--- src/design/lcd_pkg.sv ---
`default_nettype none

package lcd_pkg;

  // fixed cell payload size
  localparam logic [15:0] FIXED_PAYLOAD_BYTES = 16'd509;

  // header and buffer limits
  localparam logic [16:0] MIN_BUFFER      = 17'd5;
  localparam logic [16:0] COUNT_MAX       = 17'h1FFFF;
  localparam logic [7:0]  VAR_CMD_LOW     = 8'd128;
  localparam logic [7:0]  VERSIONS_CMD    = 8'd7;
  localparam logic [7:0]  WIDE_ID_VERSION = 8'd4;
  localparam logic [2:0]  NARROW_ID_LEN   = 3'd2;
  localparam logic [2:0]  WIDE_ID_LEN     = 3'd4;

  // parse phase
  typedef enum logic [2:0] {
    PH_CIRC,
    PH_CMD,
    PH_LEN_HI,
    PH_LEN_LO,
    PH_PAYLOAD
  } phase_t;

  // summary status codes
  typedef enum logic [1:0] {
    ST_OK,
    ST_SHORT_BUFFER,
    ST_NO_LENGTH,
    ST_SHORT_PAYLOAD
  } status_t;

  // one result transaction
  typedef struct packed {
    logic        byte_valid;
    logic [7:0]  payload_byte;
    logic [15:0] payload_index;
    logic        cell_done;
    status_t     status;
    logic [31:0] circuit_id;
    logic [7:0]  command_code;
    logic        variable_cell;
    logic [15:0] payload_length;
    logic [16:0] total_bytes;
  } result_t;

  // versions cell or any command from 128 up
  function automatic logic is_variable(input logic [7:0] cmd);
    return (cmd == VERSIONS_CMD) || (cmd >= VAR_CMD_LOW);
  endfunction

endpackage

`default_nettype wire

--- src/design/lcd_parser.sv ---
`default_nettype none

module lcd_parser #(
  parameter logic [15:0] FIXED_PAYLOAD_BYTES = lcd_pkg::FIXED_PAYLOAD_BYTES
) (
  input  wire logic            clk,
  input  wire logic            rst,
  input  wire logic            cfg_write,
  input  wire logic [7:0]      cfg_data,
  input  wire logic            accept,
  input  wire logic [7:0]      data_byte,
  input  wire logic            last_byte,
  output lcd_pkg::result_t     result
);

  logic [7:0]       link_version;
  lcd_pkg::phase_t  phase, phase_next;
  logic [2:0]       header_count, header_count_next;
  logic [31:0]      circuit_acc, circuit_acc_next;
  logic [7:0]       command_reg, command_reg_next;
  logic [15:0]      length_acc, length_acc_next;
  logic [16:0]      buffer_count, buffer_count_next;
  logic [15:0]      payload_count, payload_count_next;
  logic [2:0]       id_len;
  logic [15:0]      limit;
  logic             var_cell;

  // link version register
  always_ff @(posedge clk) begin
    if (rst) begin
      link_version <= '0;
    end else if (cfg_write) begin
      link_version <= cfg_data;
    end
  end

  // next parse state and result for the incoming byte
  always_comb begin
    phase_next         = phase;
    header_count_next  = header_count;
    circuit_acc_next   = circuit_acc;
    command_reg_next   = command_reg;
    length_acc_next    = length_acc;
    payload_count_next = payload_count;
    result             = '0;

    buffer_count_next = (buffer_count != lcd_pkg::COUNT_MAX) ?
                        buffer_count + 17'd1 : buffer_count;
    id_len = (link_version < lcd_pkg::WIDE_ID_VERSION) ?
             lcd_pkg::NARROW_ID_LEN : lcd_pkg::WIDE_ID_LEN;
    limit  = lcd_pkg::is_variable(command_reg) ?
             length_acc : FIXED_PAYLOAD_BYTES;

    case (phase)
      lcd_pkg::PH_CIRC: begin
        circuit_acc_next  = {circuit_acc[23:0], data_byte};
        header_count_next = header_count + 3'd1;
        if (header_count_next >= id_len) begin
          phase_next = lcd_pkg::PH_CMD;
        end
      end
      lcd_pkg::PH_CMD: begin
        command_reg_next = data_byte;
        phase_next = lcd_pkg::is_variable(data_byte) ?
                     lcd_pkg::PH_LEN_HI : lcd_pkg::PH_PAYLOAD;
      end
      lcd_pkg::PH_LEN_HI: begin
        length_acc_next = {data_byte, 8'd0};
        phase_next      = lcd_pkg::PH_LEN_LO;
      end
      lcd_pkg::PH_LEN_LO: begin
        length_acc_next = {length_acc[15:8], data_byte};
        phase_next      = lcd_pkg::PH_PAYLOAD;
      end
      default: begin
        // payload byte, dropped past the limit
        if (payload_count < limit) begin
          result.byte_valid    = 1'b1;
          result.payload_byte  = data_byte;
          result.payload_index = payload_count;
          payload_count_next   = payload_count + 16'd1;
        end
      end
    endcase

    var_cell = lcd_pkg::is_variable(command_reg_next);

    // summary on the final byte
    if (last_byte) begin
      result.cell_done = 1'b1;
      if (buffer_count_next < lcd_pkg::MIN_BUFFER ||
          phase_next == lcd_pkg::PH_CIRC || phase_next == lcd_pkg::PH_CMD) begin
        result.status = lcd_pkg::ST_SHORT_BUFFER;
      end else begin
        result.circuit_id    = circuit_acc_next;
        result.command_code  = command_reg_next;
        result.variable_cell = var_cell;
        if (var_cell && (phase_next == lcd_pkg::PH_LEN_HI ||
                         phase_next == lcd_pkg::PH_LEN_LO)) begin
          result.status = lcd_pkg::ST_NO_LENGTH;
        end else if (var_cell && payload_count_next < length_acc_next) begin
          result.status = lcd_pkg::ST_SHORT_PAYLOAD;
        end else begin
          result.payload_length = payload_count_next;
          result.total_bytes    = {14'd0, header_count_next} + 17'd1 +
                                  {15'd0, var_cell, 1'b0} + {1'b0, payload_count_next};
        end
      end
    end
  end

  // parse state, cleared after each final byte
  always_ff @(posedge clk) begin
    if (rst) begin
      phase         <= lcd_pkg::PH_CIRC;
      header_count  <= '0;
      circuit_acc   <= '0;
      command_reg   <= '0;
      length_acc    <= '0;
      buffer_count  <= '0;
      payload_count <= '0;
    end else if (accept) begin
      if (last_byte) begin
        phase         <= lcd_pkg::PH_CIRC;
        header_count  <= '0;
        circuit_acc   <= '0;
        command_reg   <= '0;
        length_acc    <= '0;
        buffer_count  <= '0;
        payload_count <= '0;
      end else begin
        phase         <= phase_next;
        header_count  <= header_count_next;
        circuit_acc   <= circuit_acc_next;
        command_reg   <= command_reg_next;
        length_acc    <= length_acc_next;
        buffer_count  <= buffer_count_next;
        payload_count <= payload_count_next;
      end
    end
  end

endmodule

`default_nettype wire

--- src/design/lcd_out_buf.sv ---
`default_nettype none

module lcd_out_buf (
  input  wire logic              clk,
  input  wire logic              rst,
  input  wire logic              push,
  input  wire lcd_pkg::result_t  push_result,
  input  wire logic              out_stall,
  output logic                   out_valid,
  output lcd_pkg::result_t       out_result,
  output logic                   full
);

  lcd_pkg::result_t skid_result;
  logic             skid_valid;
  logic             take;

  assign take = out_valid && !out_stall;
  assign full = skid_valid;

  // output register with one skid entry behind it
  always_ff @(posedge clk) begin
    if (rst) begin
      out_valid  <= 1'b0;
      skid_valid <= 1'b0;
    end else if (push) begin
      if (!out_valid || take) begin
        out_valid <= 1'b1;
      end else begin
        skid_valid <= 1'b1;
      end
    end else if (take) begin
      out_valid  <= skid_valid;
      skid_valid <= 1'b0;
    end
  end

  // payload moves with the control above
  always_ff @(posedge clk) begin
    if (push) begin
      if (!out_valid || take) begin
        out_result <= push_result;
      end else begin
        skid_result <= push_result;
      end
    end else if (take && skid_valid) begin
      out_result <= skid_result;
    end
  end

endmodule

`default_nettype wire

--- src/design/link_cell_deframer.sv ---
`default_nettype none

// Link cell deframer: takes a received buffer one byte per transaction and
// returns exactly one result transaction per byte; a new byte is taken every
// cycle while in_stall is low, so the sustained rate is one byte per clock,
// set by the combinational parse step between the parse state registers and
// the output register. Payload bytes come out as they arrive, before the cell
// is known to be valid, so discard them when the summary on the final byte
// reports a nonzero status. link_version must be written with cfg_write/
// cfg_data only while the block is idle, a rule for the user that the block
// does not enforce. It decides the circuit id width (two bytes below version 4,
// four bytes otherwise). A two-entry output buffer lets one more byte in
// while a result waits; in_stall rises only when both entries are held.
module link_cell_deframer #(
  parameter logic [15:0] FIXED_PAYLOAD_BYTES = lcd_pkg::FIXED_PAYLOAD_BYTES
) (
  input  wire logic        clk,
  input  wire logic        rst,
  input  wire logic        cfg_write,
  input  wire logic [7:0]  cfg_data,
  input  wire logic        in_valid,
  output logic             in_stall,
  input  wire logic [7:0]  data_byte,
  input  wire logic        last_byte,
  output logic             out_valid,
  input  wire logic        out_stall,
  output logic             byte_valid,
  output logic [7:0]       payload_byte,
  output logic [15:0]      payload_index,
  output logic             cell_done,
  output logic [1:0]       status,
  output logic [31:0]      circuit_id,
  output logic [7:0]       command_code,
  output logic             variable_cell,
  output logic [15:0]      payload_length,
  output logic [16:0]      total_bytes
);

  lcd_pkg::result_t parse_result;
  lcd_pkg::result_t held_result;
  logic             accept;

  assign accept = in_valid && !in_stall;

  // header parse and payload pass-through
  lcd_parser #(
    .FIXED_PAYLOAD_BYTES (FIXED_PAYLOAD_BYTES)
  ) u_parser (
    .clk       (clk),
    .rst       (rst),
    .cfg_write (cfg_write),
    .cfg_data  (cfg_data),
    .accept    (accept),
    .data_byte (data_byte),
    .last_byte (last_byte),
    .result    (parse_result)
  );

  // result register and skid entry
  lcd_out_buf u_out_buf (
    .clk         (clk),
    .rst         (rst),
    .push        (accept),
    .push_result (parse_result),
    .out_stall   (out_stall),
    .out_valid   (out_valid),
    .out_result  (held_result),
    .full        (in_stall)
  );

  // result fields
  assign byte_valid     = held_result.byte_valid;
  assign payload_byte   = held_result.payload_byte;
  assign payload_index  = held_result.payload_index;
  assign cell_done      = held_result.cell_done;
  assign status         = held_result.status;
  assign circuit_id     = held_result.circuit_id;
  assign command_code   = held_result.command_code;
  assign variable_cell  = held_result.variable_cell;
  assign payload_length = held_result.payload_length;
  assign total_bytes    = held_result.total_bytes;

endmodule

`default_nettype wire

--- config.mk ---
export PLATFORM = sky130hd
export DESIGN_NAME = link_cell_deframer
export DESIGN_NICKNAME = d
export VERILOG_FILES = /design/src/design/lcd_pkg.sv /design/src/design/lcd_parser.sv /design/src/design/lcd_out_buf.sv /design/src/design/link_cell_deframer.sv
export SDC_FILE = /design/constraint.sdc
export NUM_CORES = 1
export LEC_CHECK = 0
export BUFFER_PORTS_ARGS = -buffer_cell sky130_fd_sc_hd__buf_4
export CORE_UTILIZATION = 30
export CTS_BUF_LIST = sky130_fd_sc_hd__clkbuf_4 sky130_fd_sc_hd__clkbuf_8
export CTS_CLUSTER_SIZE = 20
export DETAILED_ROUTE_END_ITERATION = 8
export PLACE_DENSITY_LB_ADDON = 0.3
export SYNTH_ARGS = -nofsm -noshare
export SYNTH_HDL_FRONTEND = slang
export SYNTH_SLANG_ARGS = --single-unit
--- constraint.sdc ---
create_clock -name clk -period 9.1 [get_ports clk]
set_clock_uncertainty 0.05 [all_clocks]
set_input_delay 0.455 -clock clk [delete_from_list [all_inputs] [get_ports clk]]
set_output_delay 0.455 -clock clk [all_outputs]
set_load 0.05 [all_outputs]
Word-level counts from Yosys, hierarchy flattened
Index checks and enable logic that the tools add are counted.
{"block": "word_totals", "word_cells": 118, "reg_bits": 309, "inputBits": 22, "output_inout_bits": 104, "mem_bits_ro": 0, "ramBits": 0, "mem_count": 0, "latch_bits": 0}
{"block": "op_classes", "div_mod_pow": 0, "multipliers": 0, "reduce_logical": 24, "n_eq_ne": 12, "shifts": 0, "n_lt_le_gt_ge": 8, "addsub": 6, "mux": 37, "n_bitwise": 1}
{"operator": "$mux W102", "count": 3}
{"operator": "$mux W16", "count": 5}
{"operator": "$mux W77", "count": 1}
{"operator": "$mux W74", "count": 1}
{"operator": "$mux W33", "count": 2}
{"operator": "$mux W32", "count": 2}
{"operator": "$mux W25", "count": 2}
{"operator": "$mux W17", "count": 2}
{"operator": "$lt A16 B16 Y1", "count": 2}
{"operator": "$pmux W16 S2", "count": 1}
{"operator": "$eq A8 B3 Y1 const B", "count": 3}
{"operator": "$ge A8 B8 Y1 const B", "count": 3}
{"operator": "$mux W3", "count": 6}
{"operator": "$add A17 B1 Y17 const B", "count": 1}
{"operator": "$add A17 B16 Y17", "count": 1}
{"operator": "$add A17 B2 Y17", "count": 1}
{"operator": "$lt A17 B3 Y1 const B", "count": 1}
{"operator": "$ne A17 B17 Y1 const B", "count": 1}
{"operator": "$add A16 B1 Y16 const B", "count": 1}
{"operator": "$mux W8", "count": 2}
{"operator": "$eq A3 B2 Y1 const B", "count": 4}
{"operator": "$pmux W3 S4", "count": 1}
{"operator": "$lt A8 B3 Y1 const B", "count": 1}
{"operator": "$reduce_and A2 Y1", "count": 4}
{"operator": "15 further kinds", "count": 37}

Longest topological paths before layout
{"block": "depth", "depth_word": 14, "depth_mapped": 26, "depth_no_buf": 23}

Cells and area by module
From an unflattened synthesis, not the netlist that was laid out.
{"block": "hier_totals", "hier_cells": 1226, "area_unflattened_um2": 14582.7}
{"mod": "lcd_out_buf", "area_each_um2": 7611.0, "n_inst": 1, "cells_each": 331, "seq_area_each_um2": 6165.9}
{"mod": "lcd_parser", "area_each_um2": 6957.9, "n_inst": 1, "cells_each": 894, "seq_area_each_um2": 2021.9}
{"mod": "link_cell_deframer", "area_each_um2": 13.8, "n_inst": 1, "cells_each": 1, "seq_area_each_um2": 0.0}

Worst setup path before layout
OpenSTA, ideal clock, no wires.
{"block": "synth_timing", "kind": "register -> register", "start": "reg u_out_buf.skid_valid (netlist: u_out_buf.full)", "end": "reg u_out_buf.out_result[0] in the netlist's numbering, enable pin", "arrival_time_ps": 6373, "synth_period_minus_slack_ps": 7019, "path_slack_ps": 2081, "path_stages_with_launch": 6, "path_cell_list": "dfxtp_1 > nor2b_1 > clkbuf_1 > clkbuf_1 > a21oi_1 > a21oi_1"}
{"block": "synth_via", "elab_chain_cells": 4, "elab_cells_between_ends": 6, "cone_classes": "eq/ne (1); reduce/logical (5)"}
{"element": "start: declaration", "line_no": "lcd_out_buf.sv:15", "text": "logic skid_valid;"}
{"element": "start signal: assignment", "line_no": "lcd_out_buf.sv:25", "text": "skid_valid <= 1'b0;"}
{"element": "start signal: assignment", "line_no": "lcd_out_buf.sv:30", "text": "skid_valid <= 1'b1;"}
{"element": "start signal: assignment", "line_no": "lcd_out_buf.sv:34", "text": "skid_valid <= 1'b0;"}
{"element": "$logic_not A1 Y1", "line_no": "link_cell_deframer.sv:43", "text": "assign accept = in_valid && !in_stall;"}
{"element": "$logic_and A1 B1 Y1", "line_no": "link_cell_deframer.sv:43"}
{"element": "$ne A2 B1 Y1 (no source line) / $reduce_bool A2 Y1 (equally long branches)"}
{"element": "$reduce_and A2 Y1 (no source line) (*)"}
{"element": "end signal: assignment", "line_no": "lcd_out_buf.sv:42", "text": "out_result <= push_result;"}
{"element": "end signal: assignment", "line_no": "lcd_out_buf.sv:47", "text": "out_result <= skid_result;"}
{"element": "end: declaration", "line_no": "lcd_out_buf.sv:10", "text": "output lcd_pkg::result_t out_result,"}
Every way passes the cells marked *; elsewhere a longest branch is shown, timed or not.
A chain may end at the register's enable or synchronous reset.

Worst setup path after layout
{"block": "layout_timing", "start": "reg u_parser.command_reg[3]", "end": "reg u_out_buf.out_result[11] in the netlist's numbering (data pin)"}
{"block": "layout_via", "elab_chain_cells": 14, "elab_cells_between_ends": 22, "cone_classes": "add/sub (2); order compare (4); eq/ne (2); mux (10); reduce/logical (4)"}
{"element": "start: declaration", "line_no": "lcd_parser.sv:20", "text": "logic [7:0] command_reg, command_reg_next;"}
{"element": "start signal: assignment", "line_no": "lcd_parser.sv:135", "text": "command_reg <= command_reg_next;"}
{"element": "$ge A8 B8 Y1 / $eq A8 B3 Y1 (equally long branches)", "line_no": "lcd_pkg.sv:50", "text": "return (cmd == VERSIONS_CMD) || (cmd >= VAR_CMD_LOW);"}
{"element": "$logic_or A1 B1 Y1", "line_no": "lcd_pkg.sv:50"}
{"element": "$mux W16", "line_no": "lcd_parser.sv:51", "text": "limit = lcd_pkg::is_variable(command_reg) ?"}
{"element": "$lt A16 B16 Y1", "line_no": "lcd_parser.sv:77", "text": "if (payload_count < limit) begin"}
{"element": "$mux W16", "line_no": "lcd_parser.sv:77"}
{"element": "$mux W16", "line_no": "lcd_parser.sv:54", "text": "case (phase)"}
{"element": "$lt A16 B16 Y1", "line_no": "lcd_parser.sv:101", "text": "end else if (var_cell && payload_count_next < length_acc_next) begin"}
{"element": "$logic_and A1 B1 Y1", "line_no": "lcd_parser.sv:101"}
{"element": "$mux W33", "line_no": "lcd_parser.sv:101"}
{"element": "$mux W33 (*)", "line_no": "lcd_parser.sv:98", "text": "if (var_cell && (phase_next == lcd_pkg::PH_LEN_HI ||"}
{"element": "$mux W74 (*)", "line_no": "lcd_parser.sv:91", "text": "if (buffer_count_next < lcd_pkg::MIN_BUFFER ||"}
{"element": "$mux W77 (*)", "line_no": "lcd_parser.sv:89", "text": "if (last_byte) begin"}
{"element": "$mux W102 (*)", "line_no": "lcd_out_buf.sv:41", "text": "if (!out_valid || take) begin"}
{"element": "$mux W102 (*)", "line_no": "lcd_out_buf.sv:40", "text": "if (push) begin"}
Every way passes the cells marked *; elsewhere a longest branch is shown, timed or not. The select of a mux whose other input is x is not followed.

==> results.md <==
- Xor/xnor share of the synthesized area: 1.95%
- Synth-to-Final Area Change: 19.0%
- CTS clock-pin slew for the worst setup and hold paths: 60 ps
- Clock latency at the later pin of the worst-skew pair: 630 ps
- WL final: 37,600 um
- CTS tree: yes
- WL/cell: 18.2 um
- Required time worst endpoint: 9390 ps
- WHS: 112 ps
- Port-buffer cells: 123
- Slew @ Worst Pin: 1190 ps
- Synth Area in Compound Gates: 12.2%
- Post-Route Setup TNS: 0 ps
- Clk sinks: 307
- Worst Path Max Fanout: 15
- Die Outline Area: 48,800 um2
- Crit path arrival time: 7120 ps
- Syn nets: 1,370
- Dominant synthesized flop cell: edfxtp_1
- Pwr dens: 189 nW/um2
- Max IR drop VDD: 0.0805 mV
- Antenna diode count: 0
- Max Slew Vio Count: 0
- Clk buf depth: 3
- Post-Synthesis Cells: 1,302
- Largest family of logic cells by synthesized area: simple AND/OR/NAND/NOR gates
- Gpl congestion: 0.859
- Boundary Pins: 126
- Kind of end point of the critical path: flip-flop
- Clk root buf: clkbuf_8
- LEAKAGE: 6.46 nW
- Drt initial violations: 757
- Sequential area share after synthesis: 56.9%
- Die Ht: 221 um
- Kind of critical path: flip-flop to flip-flop
- Rows: 79
- Element type at the critical path start: flip-flop
- All-Layer GR Usage: 15.1%
- YS warnings: 0
- NumNets Final: 1,483
- Fin. Hold Viols: 0
- Mapped Area: 14,400 um2
- Yosys cell types: 62
- Vias in the first global route: 9,830
- Clock buffer count from CTS: 52
- Tightest Hold Check Type: input pin to flip-flop
- Residual DRC count: 0
- Post-CTS Hold Fix Bufs: 6
- Die W: 221 um
- RSZ-0062 raised after global routing: no
- Max-Cap Viols: 0
- Mean Syn Cell Area: 11.0 um2
- Max Freq: 146 MHz
- Global-route wire length before repair: 58,200 um
- Via density per instance: 5.03
- Run status: complete, no violations
- Post-synthesis mux area share: 6.45%
- Largest cells by area after synthesis: edfxtp_1 43%, dfxtp_1 14%, mux2_2 4.8%
- Post-cts sizing count: 0
- Initial Util: 30.6%
- Synth Area in Simple Gates: 15.3%
- # Post-CTS Setup Buffers: 0
- Largest net degree at the start of global routing: 71
- Period utilisation layout: 75.0%
- Pre-antenna DRT Iters: 5
- FFs w/ async S/R, synth: 0%
- Post-Synth Adder-Cell Area: 4.11%
- Largest regs: u_out_buf.out_result: 102 flops, u_out_buf.skid_result: 102 flops, u_parser.circuit_acc: 32 flops
- Post-layout min period: 6830 ps
- Synth top area share: 42.6%
- #FFs+latches synth: 307
- Initial antenna violation count: 0
- GR Overflow Total: 0
- Final setup violation count: 0
- Core Region: 47,000 um2
- Number of flops mapped to enable cells by yosys: 204
- Antenna-violating nets left: 0
- H-tree lvl count: 2
- Detailed-route via count: 10,400
- DP Wirelength: 24,300 um
- Biggest area consumer among synthesized cells: edfxtp_1
- Fraction of layout instances using a drive strength above 1: 21.3%
- Slew margin rel.: 20.3%
==> per-stage QoR <==
stage	total power [mW]	area (um2)	cells	util (%)	setup slack [ps]
after floorplan	1.82	14400	1302	-	2080
after global placement	1.93	15900	1962	33.9	2350
after detailed placement	1.94	15900	1962	33.9	2280
after CTS	3.29	17100	2065	36.4	2280
after global routing	3.36	17100	2065	36.4	1640
final	3.23	17100	2065	36.4	2270
==> area by class of cell <==
type / count / area, um2
Fill cell: 4590 / 29800
Multi-Input combinational cell: 878 / 5810
Clock buffer: 81 / 1020
Tap cell: 607 / 759
Sequential cell: 307 / 8190
Inverter: 33 / 124
Clock inverter: 16 / 116
Timing Repair Buffer: 143 / 1090
==> power breakdown <==
part           switching (mW)  internal (mW)
registers              0.0204           1.54
logic                   0.250         0.0926
clock network           0.581          0.747
total                   0.852           2.38
==> cell families after synthesis <==
kind of cell | after synthesis
multiplexers | 85
AO/OA/AOI/OAI | 261
buffers and inverters | 117
XOR/XNOR | 32
adder cells (fa/ha/maj) | 46
flip-flops | 307
AND/OR/NAND/NOR | 454
==> cell usage in the layout, fill, tap and decap left out, drive strengths merged, types with 5 or more instances in the layout <==
cell type    netlist  final
ha                44     44
nor3              23     23
or3               12     12
dlygate4sd3        0      6
o21ai             38     38
o211ai             5      5
inv               33     36
nor2b             12     12
and3              24     24
nor2             161    161
clkbuf            76     81
and4               5      5
nor4              11     11
nand2             98     98
a21o              12     12
xnor2             18     18
a22oi             52     52
buf                8    137
mux2i             24     24
nand3              9      9
and2              66     66
nand4             15     15
a31oi              6      6
a21oi             73     73
dfxtp            103    103
mux2              61     61
clkinv             0     11
o31ai             37     37
xor2              14     14
edfxtp           204    204
a2bb2oi            5      5
==> cells in the mapped netlist, types with 3 or more instances <==
library cell,instances
and3_1,23
o31ai_1,36
o21ai_1,3
edfxtp_1,204
a21oi_1,73
nand2b_1,3
ha_1,44
nand4_1,15
buf_1,3
nor2b_1,12
o21ai_0,35
nor2_1,161
inv_1,33
a2bb2oi_1,5
and4_1,5
a31oi_1,6
a211oi_1,4
xor2_1,14
o311ai_0,4
a21o_1,12
o211ai_1,5
dfxtp_1,103
nor3_1,23
mux2i_1,24
xnor2_1,18
and2_1,66
nand2_1,98
a22oi_1,52
clkbuf_1,76
mux2_2,61
buf_2,5
or4_1,3
or3_1,12
o21a_1,4
nor4_1,11
nand3_1,9
a221oi_1,3
==> worst paths after layout <==
path	cells after the start	slack [ps]	to	from
max	23	2270	u_out_buf.out_result[11]	u_parser.command_reg[3]
min	3	110	u_parser.link_version[7]	cfg_write
max reg2reg	23	2270	u_out_buf.out_result[11]	u_parser.command_reg[3]
min reg2reg	2	440	u_parser.link_version[2]	u_parser.link_version[2]
==> per-layer routing <==
layer / up-vias / track usage (%) / part of all wire (%)
met3: 49 / 2.95 / 5.4
met1: 5067 / 20.9 / 46
met2: 266 / 23.6 / 46
met4: 0 / 5.01 / 2.3
met5: - / 0 / 0
li1: 5010 / - / -
==> worst max-delay path, cell delays in order, from the launching register on <==
cell and delay [ps]:
dfxtp_1 330, nor4_1 500, nand2_1 90, nand2_1 330, nand2_1 110, ha_1 320, nand4_1 210, nor4_1 380
a32o_2 290, or3_1 430, inv_1 180, ha_1 300, mux2i_1 230, inv_1 150, ha_1 220, ha_1 200
fa_1 410, a21o_1 180, a21oi_1 350, nor2_1 70, a22oi_1 520, a21oi_1 150, xnor2_1 440, o31ai_1 110
No activity file was read; power rests on OpenSTA's default activity.
